==> config.mk <==
export PLATFORM = sky130hd
export DESIGN_NAME = pcorr_mul
export DESIGN_NICKNAME = d
export VERILOG_FILES = /design/src/sv/pcorr_pkg.sv /design/src/sv/pcorr_mul.sv
export SDC_FILE = /design/constraint.sdc
export NUM_CORES = 2
export LEC_CHECK = 0
export ABC_AREA = 1
export BUFFER_PORTS_ARGS = -buffer_cell sky130_fd_sc_hd__buf_2
export CORE_MARGIN = 3
export CORE_UTILIZATION = 30
export DETAILED_ROUTE_END_ITERATION = 8
export HOLD_SLACK_MARGIN = 0.15
export PLACE_DENSITY_LB_ADDON = 0.12
export RECOVER_POWER = 100
export SLEW_MARGIN = 30
export SYNTH_ARGS = -nofsm -noshare
export SYNTH_HDL_FRONTEND = slang
export SYNTH_SLANG_ARGS = --single-unit
==> constraint.sdc <==
create_clock -name clk -period 7.9 [get_ports clk]
set_clock_uncertainty 0.05 [all_clocks]
set_input_delay 0.79 -clock clk [delete_from_list [all_inputs] [get_ports clk]]
set_output_delay 0.79 -clock clk [all_outputs]
set_load 0.005 [all_outputs]
==> src/sv/pcorr_pkg.sv <==
package pcorr_pkg;

  // Set capacity and sample width.
  localparam int MAX_PAIRS   = 1024;
  localparam int SAMPLE_BITS = 16;

  // Fixed port widths.
  localparam int IN_W      = 16;
  localparam int CORR_W    = 16;
  localparam int STAT_W    = 2;
  localparam int OUT_CNT_W = 11;

  // Accumulator widths.
  localparam int CNT_W  = $clog2(MAX_PAIRS + 1);
  localparam int PROD_W = 2 * SAMPLE_BITS;
  localparam int S_W    = SAMPLE_BITS + CNT_W;
  localparam int SQ_W   = 2 * SAMPLE_BITS + CNT_W - 2;
  localparam int XY_W   = SQ_W + 1;

  // Back end widths: variances, numerator magnitude, search words.
  localparam int VW           = CNT_W + SQ_W;
  localparam int MW           = VW + 1;
  localparam int DW           = 2 * VW;
  localparam int SEARCH_SHIFT = 30;
  localparam int SW           = 2 * MW + SEARCH_SHIFT + 2;
  localparam int Q_W          = CORR_W;
  localparam int K_W          = $clog2(Q_W);
  localparam logic [CORR_W-1:0] CORR_MAX = {1'b0, {(CORR_W - 1){1'b1}}};

  // Iterative multiplier: operands split into two halves each.
  localparam int MUL_HW    = (MW + 1) / 2;
  localparam int MUL_OW    = 2 * MUL_HW;
  localparam int MUL_PW    = 2 * MUL_OW;
  localparam int MUL_PARTS = 4;
  localparam int IDX_W     = $clog2(MUL_PARTS + 1);

  // Queue of finished sets between front and back.
  localparam int QDEPTH = 2;
  localparam int QPTR_W = (QDEPTH > 1) ? $clog2(QDEPTH) : 1;
  localparam int LVL_W  = $clog2(QDEPTH + 1);

  // Result status codes.
  localparam logic [STAT_W-1:0] STAT_OK       = 2'd0;
  localparam logic [STAT_W-1:0] STAT_ZERO_VAR = 2'd1;
  localparam logic [STAT_W-1:0] STAT_CAPACITY = 2'd2;

  // Accumulated totals of one set.
  typedef struct packed {
    logic [CNT_W-1:0]        count;
    logic signed [S_W-1:0]   sum_x;
    logic signed [S_W-1:0]   sum_y;
    logic [SQ_W-1:0]         sum_xx;
    logic [SQ_W-1:0]         sum_yy;
    logic signed [XY_W-1:0]  sum_xy;
    logic                    overflow;
  } snap_t;

  // Multiplier request and response.
  typedef struct packed {
    logic              start;
    logic [MUL_OW-1:0] a;
    logic [MUL_OW-1:0] b;
  } mul_req_t;

  typedef struct packed {
    logic              done;
    logic [MUL_PW-1:0] prod;
  } mul_rsp_t;

endpackage

==> src/sv/pcorr_mul.sv <==
module pcorr_mul (
  input  logic                  clk,
  input  logic                  rst_n,
  input  pcorr_pkg::mul_req_t   req,
  output pcorr_pkg::mul_rsp_t   rsp
);
  import pcorr_pkg::*;

  logic                  busy_r;
  logic                  done_r;
  logic [IDX_W-1:0]      idx_r;
  logic [MUL_OW-1:0]     a_r;
  logic [MUL_OW-1:0]     b_r;
  logic [2*MUL_HW-1:0]   pp_r;
  logic [1:0]            sh_r;
  logic [MUL_PW-1:0]     acc_r;

  logic [MUL_HW-1:0]     a_half;
  logic [MUL_HW-1:0]     b_half;
  logic [MUL_PW-1:0]     pp_placed;
  logic                  last_step;

  // Bit 0 of the step picks the half of a, bit 1 the half of b.
  assign a_half    = idx_r[0] ? a_r[MUL_OW-1:MUL_HW] : a_r[MUL_HW-1:0];
  assign b_half    = idx_r[1] ? b_r[MUL_OW-1:MUL_HW] : b_r[MUL_HW-1:0];
  assign last_step = idx_r == IDX_W'(MUL_PARTS);

  // Place the registered partial product at its weight.
  always_comb begin
    case (sh_r)
      2'd0:    pp_placed = MUL_PW'(pp_r);
      2'd1:    pp_placed = MUL_PW'(pp_r) << MUL_HW;
      default: pp_placed = MUL_PW'(pp_r) << (2 * MUL_HW);
    endcase
  end

  // Control: busy from the start until every partial product is formed and summed.
  always_ff @(posedge clk) begin
    if (!rst_n) begin
      busy_r <= 1'b0;
      done_r <= 1'b0;
      idx_r  <= '0;
    end else begin
      done_r <= busy_r && last_step;
      if (req.start) begin
        busy_r <= 1'b1;
        idx_r  <= '0;
      end else if (busy_r) begin
        idx_r <= idx_r + IDX_W'(1);
        if (last_step) begin
          busy_r <= 1'b0;
        end
      end
    end
  end

  // Datapath: one half by half product per cycle, summed into the total in the cycle after.
  always_ff @(posedge clk) begin
    if (req.start) begin
      a_r   <= req.a;
      b_r   <= req.b;
      acc_r <= '0;
    end else if (busy_r) begin
      if (!last_step) begin
        pp_r <= a_half * b_half;
        sh_r <= {1'b0, idx_r[0]} + {1'b0, idx_r[1]};
      end
      if (idx_r != '0) begin
        acc_r <= acc_r + pp_placed;
      end
    end
  end

  assign rsp.done = done_r;
  assign rsp.prod = acc_r;

endmodule

======== Word-level counts from Yosys, hierarchy flattened ========
Index checks and enable logic that the tools add are counted.
storage, ports and cells
  output and inout bits ................... 109
  input bits .............................. 111
  logic and storage cells ................. 29
  register bits ........................... 277
operators by class
  multiplexer cells ....................... 6
  reduce and logical (&&, ||, !) cells .... 6
  add/sub/neg operators ................... 3
  $mul .................................... 1
  equal/unequal tests ..................... 2
  bitwise logic cells ..................... 3
operator list
  operator                                                                number
  108-bit one-hot mux with 2 select lines                                 1
  108-bit adder                                                           1
  27-bit by 27-bit multiplier with 54-bit output                          1
  27-bit two-way mux                                                      2
  3-bit by 1-bit adder with 3-bit output (second input constant)          1
  3-bit equality test (second input constant)                             1
  1-bit two-way mux                                                       3
  1-bit NOT                                                               3
  3-bit AND reduction                                                     1
  3-bit nonzero test                                                      1
  1-bit by 1-bit adder with 2-bit output                                  1
  2-bit by 1-bit equality test with 1-bit output (second input constant)  1
  2-bit zero test                                                         1
  2-bit AND reduction                                                     1
  2-bit OR reduction                                                      1
  1-bit logical AND                                                       1

======== Longest topological paths before layout ========
  depth in word-level cells ............... 4
  mapped depth ............................ 34

======== Worst setup path before layout ========
No wires, ideal clock.
  path type ............................... register to register
  start point ............................. reg idx_r[1]
  end point ............................... reg pp_r[40] (data pin)
  stages on the path, launching flop included .. 34
  arrival time ............................ 6,411 ps
  setup time .............................. 252 ps
  setup slack ............................. 1,187 ps
  cell sequence ........................... dfxtp_1 > buf_4 > inv_2 > buf_2 > clkbuf_1 > or2_2 > o21ai_2 > inv_1 > buf_2 > nand2_1 > fa_1 > inv_1 > fa_1 > inv_1 > fa_1 > fa_1 > fa_1 > inv_1 > fa_1 > inv_1 > fa_1 > inv_1 > ha_1 > nand2_1 > nor2_1 > inv_1 > nor2_1 > inv_1 > nor2_1 > a21oi_1 > o21ai_1 > nand2_1 > nand3_1 > nand2_1
on the way
  cells in the longest elaborated chain, start to end .. 2
RTL lines
  what                                            RTL line         text
  from (decl)                                     pcorr_mul.sv:11  logic [IDX_W-1:0] idx_r;
  from (signal assigned)                          pcorr_mul.sv:49  idx_r <= idx_r + IDX_W'(1);
  27-bit two-way mux                              pcorr_mul.sv:25  assign b_half = idx_r[1] ? b_r[MUL_OW-1:MUL_HW] : b_r[MUL_HW-1:0];
  27-bit by 27-bit multiplier with 54-bit output  pcorr_mul.sv:65  pp_r <= a_half * b_half;
  to (signal assigned)                            pcorr_mul.sv:65
  to (decl)                                       pcorr_mul.sv:14  logic [2*MUL_HW-1:0] pp_r;
Every way passes these cells.
A chain may end at the register's enable or synchronous reset.

======== Worst setup path after layout ========
  start point ............................. reg idx_r[0]
  end point ............................... reg pp_r[32] (data pin)
on the way
  cells in the longest elaborated chain, start to end .. 2
RTL lines
  what                                            RTL line         text
  27-bit two-way mux                              pcorr_mul.sv:24  assign a_half = idx_r[0] ? a_r[MUL_OW-1:MUL_HW] : a_r[MUL_HW-1:0];
  27-bit by 27-bit multiplier with 54-bit output  pcorr_mul.sv:65
Every way passes these cells.

==> results.json <==
{
  "status": "finished, violations left",
  "violations": "capacitance limit, slew limit",
  "insertion_delay_ns": 0.65,
  "hold_buffers": 0,
  "cts_made_buffers": 40,
  "reg2reg_from": "idx_r[0]",
  "die_area_um2": 158000,
  "clkSinkCount": 277,
  "syn_inst": 6511,
  "syn-num-nets": 7549,
  "grt_max_degree": 63,
  "synth_area_leader_cell": "fa_1",
  "synth.distinct_cells": 50,
  "gr-usage-met3": 0.0225,
  "fillerInstances": 16600,
  "cts_max_level": 2,
  "max_freq_mhz": 132,
  "drc": 0,
  "initial_core_util": 0.304,
  "grt_use_met1": 0.324,
  "synth_seq_area_share": 0.157,
  "via_per_inst": 4.67,
  "min_period_ns": 7.57,
  "worstHoldStart": "req[106]",
  "core-area_um2": 151000,
  "met2_usage": 0.425,
  "clk_pin_slew_ns": 0.07,
  "hold_path_depth": 1,
  "grt_pass1_vias": 42600,
  "num_rows": 142,
  "dr.pass1.iters": 6,
  "synth-main-ff-cell": "edfxtp_1",
  "vias": 41100,
  "async_flop_share": 0,
  "setup_viol": 0,
  "ios": 220,
  "place.port_buffers": 219,
  "synth.area.top_cells": "fa_1 (27%), nand2_1 (14%), inv_1 (13%)",
  "ant_nets": 0,
  "grt_overflow": 0,
  "slew_headroom": -1.28,
  "wl_per_cell_um": 22.3,
  "seqCellArea_um2": 7190,
  "drive_above_1_share": 0.0816,
  "r2r_cells": 25,
  "nNetsFinal": 7794,
  "die_w_um": 397,
  "hold_violations": 0,
  "finalCritPeriodShare": 0.958,
  "ys_ff_latch": 277,
  "syn-cell-area_um2": 45800,
  "cts-root-buf": "clkbuf_16",
  "drt_iter0_drc": 2842,
  "n_antenna_cell": 0,
  "antenna_found_initial": 2,
  "multi_input_area_um2": 31700,
  "max-cap-violations": 6,
  "syn2layout_area_growth_pct": 11.4,
  "r2r_end": "pp_r[32]",
  "busiest_layer": "met2",
  "finalWorstSetupSlack_ns": 0.333,
  "grt_usage": 0.250,
  "synth_edf_count": 164,
  "critPathMaxFanout": 23,
  "dp_slack_ns": 0.0212,
  "endpoint_kind": "register",
  "synth_top_area_share": 0.273,
  "cp.required_ns": 8.25,
  "rrSetupSlack_ns": 0.33,
  "holdPathEnd": "a_r[52]",
  "synth_warnings": 0,
  "hold_class": "in -> reg",
  "place_congestion": 0.963,
  "cp_data_arrival_time_ns": 7.92,
  "clk_path_buf_depth": 3,
  "grt_pass1_wl_um": 288000,
  "critPathLaunchType": "register",
  "die_y_um": 397,
  "drt_wl_total_um": 197000,
  "rsz0062_at_grt": "no",
  "post-dp-hpwl_um": 168000,
  "cts_tree": "done",
  "slew_violations": 218,
  "worst_pin_slew_ns": 3.41,
  "path_class": "reg -> reg",
  "synth.avg_cell_area_um2": 7.04
}
[through the flow]
stage	std cells	hold slack (ns)	TNS [ns]	instance area [um^2]	util
2_1_floorplan	6511	0.400	0	45800	-
3_3_place_gp	8725	0.460	-0.0850	49900	0.331
3_5_place_dp	8725	0.472	0	49900	0.331
4_1_cts	8799	0.243	0	51300	0.340
5_1_grt	8804	0.261	0	51100	0.339
6_report	8804	0.294	0	51100	0.339
[sequential cells by signal (all words and copies together) (netlist names)]
register and cells:
busy_r 1, idx_r 3, a_r 54, acc_r 108, done_r 1, sh_r 2
pp_r 54, b_r 54
[logic make-up (layout without fill, tap and decap cells)]
group | count (synthesis) | after routing | share of synthesized area
AO/OA/AOI/OAI | 460 | 460 | 0.0571
XOR/XNOR | 102 | 102 | 0.0195
adder cells (fa/ha/maj) | 927 | 927 | 0.355
buffers and inverters | 1804 | 2081 | 0.150
flip-flops | 277 | 277 | 0.157
AND/OR/NAND/NOR | 2941 | 2941 | 0.262
[repair_timing]
action	4_1_cts	5_1_grt
resized for setup	0	17
setup buffers	0	5
setup endpoints to repair	0	9
[per-layer routing]
| layer | share of wire | up-vias | routed length (um) |
|---|---|---|---|
| met5 | 0 | - | 0 |
| li1 | - | 19700 | - |
| met4 | 0.052 | 0 | 10300 |
| met1 | 0.43 | 20000 | 85300 |
| met3 | 0.043 | 308 | 8430 |
| met2 | 0.47 | 1174 | 92600 |
[cells in the mapped netlist (28+ instances only)]
library cell,count
nand4_1,28
nand2_2,30
nand3_1,160
inv_1,1591
nor2_1,799
a21oi_1,176
or2_2,54
nand2_1,1759
clkbuf_1,92
inv_2,38
xor2_1,76
o21ai_0,129
edfxtp_1,164
nor2_2,31
dfxtp_1,113
ha_1,302
buf_2,58
o22ai_1,54
fa_1,625
o21ai_2,29
[cells in the final DEF (no fill, tap or decap), drive strengths merged, types with 3 or more instances in the layout]
master and n:
a21boi 3, a21o 8, a21oi 178, a31o 6
a31oi 11, and2 6, buf 286, bufinv 4
clkbuf 131, clkinv 25, clkinvlp 8, dfxtp 113
edfxtp 164, fa 625, ha 302, inv 1627
nand2 1789, nand3 179, nand4 28, nor2 841
nor3 34, nor4 6, o21ai 175, o21bai 16
o22ai 54, or2 55, xnor2 26, xor2 76
[critical path: stages, from the launching register on]
cell      delay, ns
dfxtp_2        0.34
inv_1          0.04
buf_4          0.19
or2_2          0.28
o21ai_1        0.12
clkinv_1       0.38
buf_4          0.34
nand2_1        0.11
fa_1           0.46
fa_1           0.57
fa_1           0.46
fa_1           0.51
inv_1          0.06
fa_1           0.56
fa_1           0.45
fa_1           0.45
ha_1           0.42
nand2_1        0.14
nor2_1         0.28
inv_1          0.15
nor2_1         0.14
inv_1          0.07
nor2_1         0.08
a21oi_1        0.10
o21ai_1        0.30
xor2_1         0.28
[worst max path at each step]
stage / start / end / depth (start not counted)
final: idx_r[0] / pp_r[32] / 25
after global routing: idx_r[0] / pp_r[40] / 27
after CTS: idx_r[0] / pp_r[38] / 25
after detailed placement: idx_r[0] / pp_r[38] / 26
after global placement: idx_r[1] / pp_r[38] / 23
after floorplan: idx_r[1] / pp_r[40] / 33
[cell type report]
| class | instances | area share |
|---|---|---|
| multi-input combinational | 4430 | 0.621 |
| inverter | 1644 | 0.121 |
| clock buffer | 54 | 0.0216 |
| timing repair buffer | 363 | 0.0413 |
| tap | 2016 | 0.0494 |
| sequential | 277 | 0.141 |
| clock inverter | 20 | 0.00505 |
Power is not shown: default switching activity piles up to over one toggle a cycle in this logic, so the estimate is an artifact.
