==> config.mk <==
export PLATFORM = sky130hd
export DESIGN_NAME = pcorr_front
export DESIGN_NICKNAME = d
export VERILOG_FILES = /design/src/sv/pcorr_pkg.sv /design/src/sv/pcorr_front.sv
export SDC_FILE = /design/constraint.sdc
export NUM_CORES = 2
export LEC_CHECK = 0
export BUFFER_PORTS_ARGS = -buffer_cell sky130_fd_sc_hd__buf_4
export CAP_MARGIN = 10
export CORE_ASPECT_RATIO = 1.75
export CORE_MARGIN = 2
export CORE_UTILIZATION = 45
export CTS_CLUSTER_SIZE = 10
export DETAILED_ROUTE_END_ITERATION = 10
export MAX_ROUTING_LAYER = met4
export SLEW_MARGIN = 20
export SYNTH_ARGS = -nofsm -noshare
export SYNTH_HDL_FRONTEND = slang
export SYNTH_SLANG_ARGS = --single-unit
==> constraint.sdc <==
create_clock -name clk -period 12 [get_ports clk]
set_input_delay 3.6 -clock clk [delete_from_list [all_inputs] [get_ports clk]]
set_output_delay 3.6 -clock clk [all_outputs]
set_load 0.01 [all_outputs]
==> src/sv/pcorr_pkg.sv <==
package pcorr_pkg;

  // Set capacity and sample width.
  localparam int MAX_PAIRS   = 1024;
  localparam int SAMPLE_BITS = 16;

  // Fixed port widths.
  localparam int IN_W      = 16;
  localparam int CORR_W    = 16;
  localparam int STAT_W    = 2;
  localparam int OUT_CNT_W = 11;

  // Accumulator widths.
  localparam int CNT_W  = $clog2(MAX_PAIRS + 1);
  localparam int PROD_W = 2 * SAMPLE_BITS;
  localparam int S_W    = SAMPLE_BITS + CNT_W;
  localparam int SQ_W   = 2 * SAMPLE_BITS + CNT_W - 2;
  localparam int XY_W   = SQ_W + 1;

  // Back end widths: variances, numerator magnitude, search words.
  localparam int VW           = CNT_W + SQ_W;
  localparam int MW           = VW + 1;
  localparam int DW           = 2 * VW;
  localparam int SEARCH_SHIFT = 30;
  localparam int SW           = 2 * MW + SEARCH_SHIFT + 2;
  localparam int Q_W          = CORR_W;
  localparam int K_W          = $clog2(Q_W);
  localparam logic [CORR_W-1:0] CORR_MAX = {1'b0, {(CORR_W - 1){1'b1}}};

  // Iterative multiplier: operands split into two halves each.
  localparam int MUL_HW    = (MW + 1) / 2;
  localparam int MUL_OW    = 2 * MUL_HW;
  localparam int MUL_PW    = 2 * MUL_OW;
  localparam int MUL_PARTS = 4;
  localparam int IDX_W     = $clog2(MUL_PARTS + 1);

  // Queue of finished sets between front and back.
  localparam int QDEPTH = 2;
  localparam int QPTR_W = (QDEPTH > 1) ? $clog2(QDEPTH) : 1;
  localparam int LVL_W  = $clog2(QDEPTH + 1);

  // Result status codes.
  localparam logic [STAT_W-1:0] STAT_OK       = 2'd0;
  localparam logic [STAT_W-1:0] STAT_ZERO_VAR = 2'd1;
  localparam logic [STAT_W-1:0] STAT_CAPACITY = 2'd2;

  // Accumulated totals of one set.
  typedef struct packed {
    logic [CNT_W-1:0]        count;
    logic signed [S_W-1:0]   sum_x;
    logic signed [S_W-1:0]   sum_y;
    logic [SQ_W-1:0]         sum_xx;
    logic [SQ_W-1:0]         sum_yy;
    logic signed [XY_W-1:0]  sum_xy;
    logic                    overflow;
  } snap_t;

  // Multiplier request and response.
  typedef struct packed {
    logic              start;
    logic [MUL_OW-1:0] a;
    logic [MUL_OW-1:0] b;
  } mul_req_t;

  typedef struct packed {
    logic              done;
    logic [MUL_PW-1:0] prod;
  } mul_rsp_t;

endpackage

==> src/sv/pcorr_front.sv <==
module pcorr_front (
  input  logic                                clk,
  input  logic                                rst_n,
  input  logic                                in_valid,
  output logic                                in_stall,
  input  logic signed [pcorr_pkg::IN_W-1:0]   in_sample_x,
  input  logic signed [pcorr_pkg::IN_W-1:0]   in_sample_y,
  input  logic                                in_last_pair,
  input  logic [pcorr_pkg::LVL_W-1:0]         q_level,
  output logic                                push,
  output pcorr_pkg::snap_t                    push_data
);
  import pcorr_pkg::*;

  logic                          in_accept;
  logic signed [SAMPLE_BITS-1:0] xs;
  logic signed [SAMPLE_BITS-1:0] ys;
  logic signed [PROD_W-1:0]      xx_p;
  logic signed [PROD_W-1:0]      yy_p;
  logic signed [PROD_W-1:0]      xy_p;

  logic                          s1_valid_r;
  logic                          s1_last_r;
  logic signed [SAMPLE_BITS-1:0] x_r;
  logic signed [SAMPLE_BITS-1:0] y_r;
  logic [PROD_W-1:0]             xx_r;
  logic [PROD_W-1:0]             yy_r;
  logic signed [PROD_W-1:0]      xy_r;

  snap_t                         acc_r;
  snap_t                         acc_nxt;
  logic                          pending;
  logic [LVL_W:0]                occ;

  // The queue must have room for every set whose last word is still in flight.
  assign pending   = s1_valid_r && s1_last_r;
  assign occ       = {1'b0, q_level} + (LVL_W + 1)'(pending);
  assign in_stall  = occ >= (LVL_W + 1)'(QDEPTH);
  assign in_accept = in_valid && !in_stall;

  // Samples are taken at the configured width and sign extended.
  assign xs   = in_sample_x[SAMPLE_BITS-1:0];
  assign ys   = in_sample_y[SAMPLE_BITS-1:0];
  assign xx_p = PROD_W'(xs) * PROD_W'(xs);
  assign yy_p = PROD_W'(ys) * PROD_W'(ys);
  assign xy_p = PROD_W'(xs) * PROD_W'(ys);

  // First stage: register the products of the accepted word.
  always_ff @(posedge clk) begin
    if (!rst_n) begin
      s1_valid_r <= 1'b0;
    end else begin
      s1_valid_r <= in_accept;
    end
  end

  always_ff @(posedge clk) begin
    if (in_accept) begin
      s1_last_r <= in_last_pair;
      x_r       <= xs;
      y_r       <= ys;
      xx_r      <= xx_p;
      yy_r      <= yy_p;
      xy_r      <= xy_p;
    end
  end

  // Second stage: accumulate unless the set is already full.
  always_comb begin
    acc_nxt = acc_r;
    if (s1_valid_r) begin
      if (acc_r.count < CNT_W'(MAX_PAIRS)) begin
        acc_nxt.count  = acc_r.count + CNT_W'(1);
        acc_nxt.sum_x  = acc_r.sum_x + S_W'(x_r);
        acc_nxt.sum_y  = acc_r.sum_y + S_W'(y_r);
        acc_nxt.sum_xx = acc_r.sum_xx + SQ_W'(xx_r);
        acc_nxt.sum_yy = acc_r.sum_yy + SQ_W'(yy_r);
        acc_nxt.sum_xy = acc_r.sum_xy + XY_W'(xy_r);
      end else begin
        acc_nxt.overflow = 1'b1;
      end
    end
  end

  // The last word of a set hands the totals on and clears the accumulators.
  assign push      = pending;
  assign push_data = acc_nxt;

  always_ff @(posedge clk) begin
    if (!rst_n) begin
      acc_r <= '0;
    end else if (push) begin
      acc_r <= '0;
    end else begin
      acc_r <= acc_nxt;
    end
  end

endmodule

* After elaboration in Yosys (flattened, before gate mapping)
Cells that the tools add are included.
** Word-level totals
- Logic and storage cells :: 34
- Bits of input ports :: 38
- Bits in registers :: 320
- Output and inout bits :: 192
** Operators by class
- Order comparisons :: 2
- Multipliers :: 3
- Mux-type cells :: 3
- Add/sub/neg operators :: 7
- Bitwise gates (word level) :: 1
- Reduce and logical (&&, ||, !) cells :: 4
** Operator list (count)
- two-way mux 190 bit :: 1
- two-way mux 189 bit :: 1
- multiplier 16 x 16 -> 32 bit :: 3
- adder 41 x 32 -> 41 bit :: 2
- adder 27 x 16 -> 27 bit :: 2
- adder 42 x 32 -> 42 bit :: 1
- adder 11 x 1 -> 11 bit (second input constant) :: 1
- less-than comparator 11 bit (second input constant) :: 1
- adder 2 x 1 -> 3 bit :: 1
- >= comparator 3 x 2 -> 1 bit (second input constant) :: 1
- logical AND 1 bit :: 2
- OR reduction 2 bit :: 1
- logical NOT 1 bit :: 1
- two-way mux 1 bit :: 1
- inverter 1 bit :: 1

* Logic depth before layout (Yosys ltp)
- Word-level depth :: 5
- Mapped depth :: 25
- Depth with buffers taken out :: 24

* Worst setup path after synthesis
No wires, ideal clock.
- Kind :: input port to flip-flop
- Start :: input port in_sample_x[15] in the netlist's numbering
- End :: register xy_r[31] (data pin)
- Arrival time :: 9509 ps
- Data required time :: 11740 ps
- Library setup time :: 260 ps
- Cell stages on the path :: 20
- Setup slack :: 2232 ps
- Buffers on the path :: 2
- Cell sequence :: clkbuf_1 > clkinv_1 > clkbuf_1 > nor2_1 > fa_1 > fa_1 > fa_1 > fa_1 > fa_1 > inv_1 > fa_1 > inv_1 > ha_1 > a22o_1 > or4_1 > o211ai_1 > a31oi_1 > o21a_1 > nor2_1 > xnor2_1
** On the way
- Word-level cells in the longest chain between the ends :: 1
** RTL lines
- from (decl) :: RTL line pcorr_front.sv:6 : input logic signed [pcorr_pkg::IN_W-1:0] in_sample_x,
- multiplier 16 x 16 -> 32 bit :: RTL line pcorr_front.sv:46 : assign xy_p = PROD_W'(xs) * PROD_W'(ys);
- named net xy_p[31] :: RTL line pcorr_front.sv:20 : logic signed [PROD_W-1:0] xy_p;
- to (signal assigned) :: RTL line pcorr_front.sv:64 : xy_r <= xy_p;
- to (decl) :: RTL line pcorr_front.sv:28 : logic signed [PROD_W-1:0] xy_r;
The timed path passes the listed nets, and every way through them passes these cells.
A chain may end at the register's enable or synchronous reset.

* Worst setup path after layout
- Start :: input port in_sample_x[15] in the netlist's numbering
- End :: register xx_r[30] (data pin)
** On the way
- Word-level cells in the longest chain between the ends :: 1
** RTL lines
- multiplier 16 x 16 -> 32 bit :: RTL line pcorr_front.sv:44 : assign xx_p = PROD_W'(xs) * PROD_W'(xs);
- named net xx_p[30] :: RTL line pcorr_front.sv:18 : logic signed [PROD_W-1:0] xx_p;
- to (signal assigned) :: RTL line pcorr_front.sv:62 : xx_r <= xx_p;
- to (decl) :: RTL line pcorr_front.sv:26 : logic [PROD_W-1:0] xx_r;
The timed path passes the listed nets, and every way through them passes these cells.

==> flow_metrics.env <==
export IMPL_clockRootBuffer="clkbuf_16"
export IMPL_ctsHtreeMaxLevel=2
export IMPL_num_vias=36401
export IMPL_gp_congestion=0.8963
export IMPL_wl_per_cell_um=19.39
export IMPL_syn_avg_cell_area_um2=8.882
export IMPL_grt_pass1_vias=38684
export IMPL_synthTopCellsByArea="fa_1 31%, ha_1 11%, dfxtp_1 8.1%"
export IMPL_synth_cell_types=84
export IMPL_start_util_pct=45.40
export IMPL_final_cell_mix="968 x inv_1, 731 x fa_1, 675 x nand2_1, 427 x ha_1, 269 x a21oi_1"
export IMPL_slew_violations=0
export IMPL_r2r_end="acc_r[151]"
export IMPL_holdWs_ns=0.4783
export IMPL_drive_above_1_share_pct=6.367
export IMPL_dp_hpwl_mm=103.5
export IMPL_place_area_um2=49780
export IMPL_rows=156
export IMPL_holdCritPathClass="reg -> reg"
export IMPL_clock_sinks=316
export IMPL_crit_path_start="in_sample_x[15]"
export IMPL_grt_antenna_before_repair=3
export IMPL_ant_nets=0
export IMPL_reg2regPathDepth=12
export IMPL_cp_max_fo=15
export IMPL_hold_viol_final=0
export IMPL_clkSlewWorstSetupHoldPaths_ns=0.06
export IMPL_cp_endpoint="xx_r[30]"
export IMPL_cts_buffer_depth=3
export IMPL_ios=230
export IMPL_yosys_area_top_type="fa_1"
export IMPL_cts_tree="done"
export IMPL_r2r_start="y_r[0]"
export IMPL_status="completed"
export IMPL_end_kind="flop"
export IMPL_arrival_ns=10.25
export IMPL_synthCells=5287
export IMPL_grt_pass1_wl_mm=206.4
export IMPL_async_reset_ff_share_pct=0
export IMPL_post_cts_setup_buffer_count=0
export IMPL_grtUsageTotal_pct=25.65
export IMPL_r2r_slack_ns=8.44
export IMPL_die_w_um=248.2
export IMPL_syn_nets=6483
export IMPL_dieHeight_um=431.4
export IMPL_dieArea_um2=107100
export IMPL_synth_edf_count=125
export IMPL_syn_area_um2=46960
export IMPL_drt_vias_per_instance=5.394
export IMPL_finalCritPeriodShare_pct=82.70
export IMPL_instances_no_fill=6749
export IMPL_yosys_warnings=0
export IMPL_clk_insertion_delay_late_ns=0.59
export IMPL_setup_tns_ns=0
export IMPL_grt_overflow_total=0
export IMPL_design_area_um2=50920
export IMPL_final_common_cell="inv_1"
export IMPL_cap_violations=0
export IMPL_core_area_um2=103400
export IMPL_cts_buffers=38
export IMPL_ys_flop_type="dfxtp_1"
export IMPL_fmax_ghz=0.1008
export IMPL_dp_cells=6681
export IMPL_setup_violations=0
export IMPL_firstDrtPassIters=6
export IMPL_hold_buffers=0
export IMPL_crit_type="in -> reg"
export IMPL_rsz0062_at_grt="no"
export IMPL_period_needed_ns=9.924
export IMPL_fin_nets=6574
export IMPL_seq_area_frac_synth_pct=16.14
export IMPL_wl_mm=130.8
export IMPL_drc=0
export IMPL_crit_required_ns=12.32
export IMPL_netlist_area_leader_share_pct=31.16
export IMPL_grt_start_max_net_pins=163
export IMPL_cts_repair_resized=0
export IMPL_skew_ns=0.04105
export IMPL_dr_first_iter_drc_count=1903
export IMPL_startpoint_type="input pin"
export IMPL_max_slew_worst_pin_slew_ns=0.9950
export IMPL_slew_headroom_pct=32.97
export IMPL_ys_ff_latch=316
export IMPL_syn_to_final_growth_pct=8.427
export IMPL_portBuffers=229
==> layer usage <==
layer / track usage, % / vias to the layer above / part of all wire, %
met4: 12.39 / 0 / 5.6
li1: - / 17067 / -
met3: 2.398 / 282 / 5.0
met5: - / - / 0
met2: 45.33 / 928 / 51
met1: 28.86 / 18124 / 38
==> cell families (layout without fill, tap and decap cells) <==
family          count (synthesis)  in the layout  synth area share (%)
compound gates                872            872                 11.78
xor+xnor                      244            244                 4.551
fa+ha+maj                    1158           1158                 42.54
buf+inv                      1170           1286                 9.362
flops                         316            316                 16.14
mux                            32             32                0.6954
other cells                     0              3                     0
simple gates                 1495           1495                 14.94
==> cells in the mapped netlist (24+ instances only) <==
cell type / number
nor2b_1: 32
nand4_1: 24
nand3_1: 72
a21o_1: 113
dfxtp_1: 191
clkbuf_1: 170
edfxtp_1: 125
xor2_1: 62
inv_1: 968
fa_1: 731
xnor2_1: 182
a21oi_1: 269
or3_1: 26
nor2_1: 231
and2_1: 250
nand2_1: 676
o21bai_1: 34
ha_1: 427
nand2b_1: 43
and3_1: 43
mux2i_1: 30
a31oi_1: 36
nor3_1: 40
o21ai_0: 193
a211oi_1: 31
==> sequential cells by signal, summed over array words and instances (netlist names) <==
| register | count |
|---|---|
| acc_r | 190 |
| y_r | 16 |
| s1_valid_r | 1 |
| s1_last_r | 1 |
| yy_r | 30 |
| xy_r | 32 |
| x_r | 16 |
| xx_r | 30 |
==> worst min-delay path by stage <==
| stage | cells after the start | from | slack, ns | end |
|---|---|---|---|---|
| global placement | 2 | acc_r[178] | 0.46 | acc_r[178] |
| floorplan | 2 | acc_r[178] | 0.45 | acc_r[178] |
| global route | 2 | acc_r[95] | 0.50 | acc_r[95] |
| finish | 2 | acc_r[36] | 0.48 | acc_r[36] |
| detailed placement | 2 | acc_r[36] | 0.48 | acc_r[36] |
| CTS | 2 | acc_r[151] | 0.48 | acc_r[151] |
==> worst max-delay path: stages <==
cell	delay, ns
buf_4	0.14
clkinv_1	0.21
buf_4	0.27
nor2_1	0.23
fa_1	0.61
fa_1	0.92
fa_1	0.53
fa_1	0.51
fa_1	0.49
inv_1	0.05
fa_1	0.49
inv_1	0.05
ha_1	0.34
o21a_1	0.19
o21ai_0	0.29
o21bai_1	0.16
a2111oi_0	0.71
o31ai_1	0.15
a21oi_1	0.20
xnor2_1	0.09
==> layout make-up <==
| class | count | area [um2] |
|---|---|---|
| Antenna cell | 3 | 7.507 |
| Clock buffer | 62 | 1094 |
| Fill cell | 10038 | 52530 |
| Clock inverter | 3 | 37.54 |
| Multi-Input combinational cell | 3801 | 35010 |
| Sequential cell | 316 | 7577 |
| Inverter | 978 | 3671 |
| Tap cell | 1343 | 1680 |
| Timing Repair Buffer | 243 | 1837 |
==> stage by stage <==
stage	setup WS, ns	utilization (%)
6_report	2.076	49.22
5_1_grt	1.687	49.22
4_1_cts	2.200	49.21
3_5_place_dp	1.612	48.12
3_3_place_gp	1.726	48.12
2_1_floorplan	2.232	-
Power is not shown: default switching activity piles up to over one toggle a cycle in this logic, so the estimate is an artifact.
