$ cat config.mk
export PLATFORM = sky130hd
export DESIGN_NAME = pcorr_queue
export DESIGN_NICKNAME = d
export VERILOG_FILES = /design/src/sv/pcorr_pkg.sv /design/src/sv/pcorr_queue.sv
export SDC_FILE = /design/constraint.sdc
export NUM_CORES = 1
export LEC_CHECK = 0
export ABC_AREA = 1
export CAP_MARGIN = 5
export CORE_ASPECT_RATIO = 0.8
export CORE_MARGIN = 3
export CORE_UTILIZATION = 30
export DETAILED_ROUTE_END_ITERATION = 7
export DONT_BUFFER_PORTS = 1
export GPL_TIMING_DRIVEN = 0
export PLACE_DENSITY = 0.44
export RECOVER_POWER = 50
export SLEW_MARGIN = 20
export SYNTH_ARGS = -nofsm -noshare
export SYNTH_HDL_FRONTEND = slang
export SYNTH_SLANG_ARGS = --single-unit
$ cat constraint.sdc
create_clock -name clk -period 17.2 [get_ports clk]
set_input_delay 2.58 -clock clk [delete_from_list [all_inputs] [get_ports clk]]
set_output_delay 2.58 -clock clk [all_outputs]
set_load 0.05 [all_outputs]
$ cat src/sv/pcorr_pkg.sv
package pcorr_pkg;

  // Set capacity and sample width.
  localparam int MAX_PAIRS   = 1024;
  localparam int SAMPLE_BITS = 16;

  // Fixed port widths.
  localparam int IN_W      = 16;
  localparam int CORR_W    = 16;
  localparam int STAT_W    = 2;
  localparam int OUT_CNT_W = 11;

  // Accumulator widths.
  localparam int CNT_W  = $clog2(MAX_PAIRS + 1);
  localparam int PROD_W = 2 * SAMPLE_BITS;
  localparam int S_W    = SAMPLE_BITS + CNT_W;
  localparam int SQ_W   = 2 * SAMPLE_BITS + CNT_W - 2;
  localparam int XY_W   = SQ_W + 1;

  // Back end widths: variances, numerator magnitude, search words.
  localparam int VW           = CNT_W + SQ_W;
  localparam int MW           = VW + 1;
  localparam int DW           = 2 * VW;
  localparam int SEARCH_SHIFT = 30;
  localparam int SW           = 2 * MW + SEARCH_SHIFT + 2;
  localparam int Q_W          = CORR_W;
  localparam int K_W          = $clog2(Q_W);
  localparam logic [CORR_W-1:0] CORR_MAX = {1'b0, {(CORR_W - 1){1'b1}}};

  // Iterative multiplier: operands split into two halves each.
  localparam int MUL_HW    = (MW + 1) / 2;
  localparam int MUL_OW    = 2 * MUL_HW;
  localparam int MUL_PW    = 2 * MUL_OW;
  localparam int MUL_PARTS = 4;
  localparam int IDX_W     = $clog2(MUL_PARTS + 1);

  // Queue of finished sets between front and back.
  localparam int QDEPTH = 2;
  localparam int QPTR_W = (QDEPTH > 1) ? $clog2(QDEPTH) : 1;
  localparam int LVL_W  = $clog2(QDEPTH + 1);

  // Result status codes.
  localparam logic [STAT_W-1:0] STAT_OK       = 2'd0;
  localparam logic [STAT_W-1:0] STAT_ZERO_VAR = 2'd1;
  localparam logic [STAT_W-1:0] STAT_CAPACITY = 2'd2;

  // Accumulated totals of one set.
  typedef struct packed {
    logic [CNT_W-1:0]        count;
    logic signed [S_W-1:0]   sum_x;
    logic signed [S_W-1:0]   sum_y;
    logic [SQ_W-1:0]         sum_xx;
    logic [SQ_W-1:0]         sum_yy;
    logic signed [XY_W-1:0]  sum_xy;
    logic                    overflow;
  } snap_t;

  // Multiplier request and response.
  typedef struct packed {
    logic              start;
    logic [MUL_OW-1:0] a;
    logic [MUL_OW-1:0] b;
  } mul_req_t;

  typedef struct packed {
    logic              done;
    logic [MUL_PW-1:0] prod;
  } mul_rsp_t;

endpackage

$ cat src/sv/pcorr_queue.sv
module pcorr_queue (
  input  logic                        clk,
  input  logic                        rst_n,
  input  logic                        push,
  input  pcorr_pkg::snap_t            push_data,
  input  logic                        pop,
  output pcorr_pkg::snap_t            head,
  output logic [pcorr_pkg::LVL_W-1:0] level
);
  import pcorr_pkg::*;

  snap_t              mem_r [QDEPTH];
  logic [QPTR_W-1:0]  wr_ptr_r;
  logic [QPTR_W-1:0]  rd_ptr_r;
  logic [LVL_W-1:0]   level_r;

  assign head  = mem_r[rd_ptr_r];
  assign level = level_r;

  // Pointer and fill level bookkeeping.
  always_ff @(posedge clk) begin
    if (!rst_n) begin
      wr_ptr_r <= '0;
      rd_ptr_r <= '0;
      level_r  <= '0;
    end else begin
      if (push) begin
        wr_ptr_r <= (wr_ptr_r == QPTR_W'(QDEPTH - 1)) ? '0 : wr_ptr_r + QPTR_W'(1);
      end
      if (pop) begin
        rd_ptr_r <= (rd_ptr_r == QPTR_W'(QDEPTH - 1)) ? '0 : rd_ptr_r + QPTR_W'(1);
      end
      if (push && !pop) begin
        level_r <= level_r + LVL_W'(1);
      end else if (pop && !push) begin
        level_r <= level_r - LVL_W'(1);
      end
    end
  end

  // Entry storage.
  always_ff @(posedge clk) begin
    if (push) begin
      mem_r[wr_ptr_r] <= push_data;
    end
  end

endmodule

# Word-level counts from Yosys, hierarchy flattened
# Memory sizes are Yosys's and may differ from the RTL's. A register that Yosys moved wholly into a read port is not among the register bits.
# Cells that the tools add are included.
# W data, S select, Z words.
# totals
ff_bits	4
ramBits	380
input_bits	194
output_inout_bits	192
word_cells	21
memories	1
# mem_list
name	words	width	read_ports	rd_ports_with_merged_regs	wr	line_no	text
mem_r	2	190	1	1	1	pcorr_queue.sv:12	snap_t mem_r [QDEPTH];
# op_classes
n_addsub	4
mux	8
reduce_logical	5
# op_table
cell	count
$mux W1	6
$mux W2	2
$add A1 B1 Y1 const B	2
$add A2 B1 Y2 const B	1
$logic_and A1 B1 Y1	2
$logic_not A1 Y1	2
$reduce_bool A2 Y1	1
$sub A2 B1 Y2 const B	1

# Depth between registers and ports, before layout
# Gate-level depths: netlist of run 1.
# logic_depth
word_depth	4
depth_mapped	8
mapped_depth_nobuf	8

# Worst setup path after synthesis of run 1
# No wires, ideal clock.
# synth_timing
path_kind	input -> register
start	input push
end	memory mem_r[0][0] (netlist name) (enable)
setup_ns	0.748
arrival_time_ns	10.560
t_required_ns	16.452
path_slack_ns	5.891
cell_stages	2
path_buffers	0
cell_sequence	inv_1 nor2_1
# synth_via
elab_chain_cells	2
# synth_lines
item	line_no	text
start, declared	pcorr_queue.sv:4	input logic push,
$mux W1	pcorr_queue.sv:43	if (push) begin
$mux W1 (not written as such)	pcorr_queue.sv:44	mem_r[wr_ptr_r] <= push_data;
end, declared	pcorr_queue.sv:12	
# Every way passes these cells.

# Worst setup path after layout of run 1
# layout_timing
start	input push
end	memory mem_r[1][165] (netlist name) (enable)
# The elaborated chain is that of the path after synthesis.

==> results of run 1 <==
per-stage QoR:
step | cell area [um^2] | setup WS (ns) | hold WS [ns] | power [W] | utilization, %
after floorplan | 14300 | 5.89 | 0.463 | 0.00137 | -
after CTS | 16700 | 12.51 | 0.523 | 0.00230 | 35.9
after global placement | 15100 | 1.96 | 0.476 | 0.00141 | 32.5
after global routing | 16600 | 9.60 | 0.563 | 0.00234 | 35.8
after detailed placement | 15300 | 12.96 | 0.494 | 0.00141 | 33.0
final | 16600 | 10.11 | 0.520 | 0.00226 | 35.8
path summary, 6_finish.rpt:
path                                       startpoint                       to
worst max-delay path                             push  mem_r[1][165]$_DFFE_PP_
worst min-delay path            rd_ptr_r$_SDFFE_PN0P_                     flop
worst max register to register  wr_ptr_r$_SDFFE_PN0P_  mem_r[1][165]$_DFFE_PP_
worst min register to register  rd_ptr_r$_SDFFE_PN0P_                     flop
per-layer routing:
metal / routed length (um) / share of wire [%] / GRT usage, %
met1: 9720 / 33 / 10.8
met2: 14500 / 49 / 18.9
met3: 4450 / 15 / 7.95
met4: 657 / 2.2 / 3.77
met5: 34 / 0.12 / 0
synth_stat cells:
cell type and n:
mux2_2 90, buf_2 9, inv_1 8, o21ai_0 1, a21oi_1 1, nand3_1 1, buf_6 12, ha_1 1
nand2_1 8, nand4_1 1, nor2_1 7, dfxtp_1 5, edfxtp_1 380, mux2_4 100
worst max-delay path: cells and delay by family:
| kind | cells | cell delay (ns) |
|---|---|---|
| buffers and inverters | 2 | 4.31 |
| and+or+nand+nor | 1 | 0.10 |
layout make-up:
type	instances	area share [%]
multi-input combinational	210	15.7
clock buffer	53	6.70
sequential	385	69.3
clock inverter	19	1.38
buffer	21	1.08
timing repair buffer	9	1.07
inverter	8	0.188
tap	612	4.61
power by group:
group | internal, W | switching (W) | total (W)
sequential | 0.00109 | 0.0000134 | 0.00110
clock | 0.000532 | 0.000340 | 0.000871
combinational | 0.0000689 | 0.000212 | 0.000281
total | 0.00169 | 0.000565 | 0.00226
state kept, by name, indices dropped and copies added (netlist names), named ones only:
name	count
rd_ptr_r	1
mem_r	380
wr_ptr_r	1
level	2
kinds of logic (layout without fill, tap and decap cells):
logic type | count (synthesis) | after routing
AOI/OAI and AO/OA | 2 | 2
adders and majority gates | 1 | 1
buffers and inverters | 29 | 110
DFF | 385 | 385
muxes | 190 | 190
and+or+nand+nor | 17 | 17
==> qor.txt, run 1 <==
Status: finished, violations left
Violated checks: capacitance limit, slew limit
First-pass GRT wire length: 42100 um
Die W: 250 um
Worst skew pair latency: 0.54 ns
Initial core utilization: 30.9%
Crit Path Max Fanout: 100
Core ar.: 0.0464 mm^2
Power per Cell Area: 136 mW/mm^2
Max incr delay on CP: 3.13 ns
Adder-cell area share of the yosys netlist: 0.0873%
Global route total overflow: 0
Final setup viols: 0
Fin crit share: 41.2%
Worst R2R Path Depth: 3
Critical-path cell list: nand2_1 -> clkinvlp_2 -> buf_16
Worst Hold Depth: 2
Setup Fix Bufs, Post-CTS: 0
Synth top area share: 79.7%
Lkg Pwr: 5.62 nW
Starting DRT DRC Count: 269
VDD IR-drop max: 0.124 mV
HPWL after DPL: 21200 um
Worst path required time: 17.33 ns
Register area: 0.0115 mm^2
Slowest CP cell: clkinvlp_2
Drt pass-1 iters: 4
Rows: 70
Unrepaired setup endpoints after global routing: no
Synth Area in XOR/XNOR: 0%
Startpoint types: input pin
Final number of hold-violating endpoints: 0
Worst-Margin Slew: 4.26 ns
Buffers on Ports: 0
Root buffer cell: clkbuf_16
Post-synthesis sequential area ratio: 80.3%
Commonest non-fill, non-tap cell in the layout: edfxtp_1
Max-cap violations: 3
DR WL/cell: 22.3 um
Worst setup path class: input pin to flop
GRT Total Usage: 11.2%
Fin crit period: 7.09 ns
Area contributors post-synth: edfxtp_1, mux2_4, mux2_2, buf_6, dfxtp_1
Area growth, synth to finish: 16.0%
DIE HEIGHT: 201 um
Simple-gate share of the synthesized area: 0.472%
Post-DR vias/cell: 4.42
Initial antenna violation count: 2
Via Count: 5827
Clock Path Buffers: 3
Worst relative slew slack: -185%
Num CTS Buffers: 41
DRC viols: 0
Fmax achieved: 141 MHz
Yosys top cell by area: edfxtp_1
Setup crit end kind: flop
R2r setup slk: 11.79 ns
Hold-fix buffers, CTS: 0
Largest net degree at the start of global routing: 101
Synth Instances: 624
CTS tree: built
Distinct cells, synth: 14
Cell Count, Final, Fillers Out: 1317
Die area: 0.0504 mm^2
Diodes inserted: 0
Largest family of logic cells by synthesized area: multiplexers
Hold WC Path Type: flop to flop
Yosys warns: 0
H-tree levels: 2
Worst EP arrival: 7.22 ns
Number of global-route vias before repair: 6300
Net Count, Synth: 819
Num Clock Sinks: 385
Setup TNS: 0 ns
Ratio of cells with drive above 1 in the final layout: 38.7%
# fillers: 4244
CTS clk-pin slew, worst paths: 0.06 ns
Placer Congestion: 0.749
Seq cells post-synth: 385
Nets: 871
Most frequent cells in the layout: edfxtp_1, mux2_4, mux2_2
Antenna Nets Post-Route: 0
IO Pins: 386
Mux share of post-synthesis cell area: 17.6%
Post-CTS sizing: 0
Compound-Gate Fraction of Synth Area: 0.0699%
Combined area of the multi-input logic cells: 0.00261 mm^2
Avg Synthesized Cell Area: 23.0 um^2
Detailed Route WL: 29400 um
Post-Place Cells: 1245
Syn Std Cell Area: 0.0143 mm^2
Max Clock Skew: 0.0178 ns
Fin. max-slew vios: 115
(Power assumes the default switching activity.)
==> run 2, diff against run 1 <==
--- a/config.mk
+++ b/config.mk
@@ -5,7 +5,7 @@
 export SDC_FILE = /design/constraint.sdc
 export NUM_CORES = 1
 export LEC_CHECK = 0
-export ABC_AREA = 1
+export ABC_AREA = 0
 export CAP_MARGIN = 5
 export CORE_ASPECT_RATIO = 0.8
 export CORE_MARGIN = 3
==> constraint.sdc (replaced) <==
create_clock -name clk -period 7 [get_ports clk]
set_input_delay 1.05 -clock clk [delete_from_list [all_inputs] [get_ports clk]]
set_output_delay 1.05 -clock clk [all_outputs]
set_load 0.05 [all_outputs]
==> qor.txt, run 2 <==
Synth Flop Type: edfxtp_1
Final worst slack: 2.75 ns
Ratio of cells with drive above 1 in the final layout: 39.0%
Worst path required time: 7.22 ns
Largest net degree at the start of global routing: 54
Clock Path Buffers: 3
Synth Instances: 611
Initial antenna violation count: 1
VDD IR-drop max: 0.215 mV
Met3 GRT Util: 7.00%
Max Clock Skew: 0.0154 ns
Power per Cell Area: 328 mW/mm^2
Hold-fix buffers, CTS: 0
CTS clk-pin slew, worst paths: 0.06 ns
Die W: 250 um
DIE HEIGHT: 201 um
Yosys top cell by area: edfxtp_1
Num Clock Sinks: 385
DRC viols: 0
CTS tree: built
Largest Register: mem_r
Worst skew pair latency: 0.54 ns
Global route total overflow: 0
Post-CTS sizing: 0
Via Count: 5745
Distinct cells, synth: 16
Fin crit share: 60.7%
Root buffer cell: clkbuf_16
Final setup viols: 0
Cell Count, Final, Fillers Out: 1307
Worst slack, placed: 4.36 ns
Final instance area: 0.0165 mm^2
Yosys warns: 0
Detailed Route WL: 29200 um
Nets: 859
Violated checks: capacitance limit, slew limit
Initial core utilization: 30.8%
Post-Place Cells: 1235
Area growth, synth to finish: 15.4%
Antenna Nets Post-Route: 0
Starting DRT DRC Count: 281
Syn Std Cell Area: 0.0143 mm^2
Die area: 0.0504 mm^2
Top post-synthesis cells by count: edfxtp_1, mux2_4, mux2_2
Final Util: 35.6%
Core ar.: 0.0464 mm^2
Seq cells post-synth: 385
Area post-placement: 0.0154 mm^2
Fin. max-slew vios: 101
Commonest non-fill, non-tap cell in the layout: edfxtp_1
Async S/R FF share, synth: 0%
IO Pins: 386
Most frequent cells in the layout: edfxtp_1, mux2_4, mux2_2
Rows: 70
H-tree levels: 2
Startpoint types: input pin
Worst setup path class: input pin to flop
Area contributors post-synth: edfxtp_1, mux2_4, mux2_2, buf_6, dfxtp_1
Number of global-route vias before repair: 6149
DR WL/cell: 22.4 um
Final number of hold-violating endpoints: 0
Met1 Use GR: 11.6%
Worst-Margin Slew: 2.85 ns
Met2 usage: 18.6%
Synth top area share: 79.7%
GRT Total Usage: 11.1%
Max-cap violations: 3
Num CTS Buffers: 39
Unrepaired setup endpoints after global routing: no
Cell with the most instances after synthesis: edfxtp_1
R2r setup slk: 2.91 ns
Net Count, Synth: 806
Status: finished, violations left
Lkg Pwr: 5.54 nW
Drt pass-1 iters: 4
GR peak layer: met2
Hold WC Path Type: flop to flop
Crit Path Max Fanout: 47
Fmax achieved: 235 MHz
Worst EP arrival: 4.47 ns
Setup Fix Bufs, Post-CTS: 0
Max reg flops: 380
Placer Congestion: 0.722
Setup crit end kind: flop
Buffers on Ports: 0
Fin crit period: 4.25 ns
Post-DR vias/cell: 4.40
Post-synthesis sequential area ratio: 80.4%
First-pass GRT wire length: 42000 um
Avg Synthesized Cell Area: 23.4 um^2
Worst relative slew slack: -90.1%
Number of synthesized flops with an enable pin: 380
HPWL after DPL: 21400 um
## run 2: cell types whose count changed after synthesis
cell and delta:
nand2_1 -8, nor2b_1 +2, inv_1 -7, nor2_1 -7
or3_1 +1, xor2_1 +2, a21boi_0 +1, xnor2_1 +1
and2_1 +4, nand4_1 -1, nand3_1 -1, o21a_1 +1
a21oi_1 -1
## run 2: final timing paths
check | from | to | depth (start not counted)
max reg2reg | wr_ptr_r$_SDFFE_PN0P_ | mem_r[1][133]$_DFFE_PP_ | 3
max | push | mem_r[1][133]$_DFFE_PP_ | 3
min reg2reg | rd_ptr_r$_SDFFE_PN0P_ | flop | 2
min | rd_ptr_r$_SDFFE_PN0P_ | flop | 2
## run 2: routing by layer
metal | vias up | wire length (um)
met1 | 2891 | 10300
li1 | 2552 | -
met5 | - | 0
met3 | 42 | 4030
met2 | 260 | 14300
met4 | 0 | 529
## run 2: area by class of cell
type,instances,area [um^2]
clock buffers,50,1040
diodes,2,5.00
inverters,1,3.75
repair buffers,12,245
fillers,4276,29900
well taps,612,766
plain buffers,21,180
clock inverters,20,154
flip-flops and latches,385,11500
multi-input cells,204,2620
## run 2: critical path, cell delays in order
cell	delay [ns]
and2_0	0.95
clkbuf_1	2.08
buf_12	0.30
## run 2: power by group
group	total [W]	internal, W	switching (W)
clock network	0.00193	0.00112	0.000812
logic	0.000790	0.000203	0.000587
registers	0.00270	0.00267	0.0000340
## run 2: per-stage QoR
step / total power, W / TNS (ns) / hold slack (ns)
2_1_floorplan: 0.00345 / 0 / 0.555
3_3_place_gp: 0.00355 / -542.95 / 0.585
3_5_place_dp: 0.00356 / 0 / 0.595
4_1_cts: 0.00553 / 0 / 0.547
5_1_grt: 0.00564 / 0 / 0.547
6_report: 0.00543 / 0 / 0.596
## run 2: logic make-up after synthesis
| group | count (synthesis) | share of synthesized area [%] |
|---|---|---|
| XOR/XNOR | 3 | 0.184 |
| AO/OA/AOI/OAI | 3 | 0.140 |
| multiplexers | 190 | 17.6 |
| buffers and inverters | 22 | 1.29 |
| AND/OR/NAND/NOR | 7 | 0.306 |
| adder cells (fa/ha/maj) | 1 | 0.0874 |
| flip-flops | 385 | 80.4 |
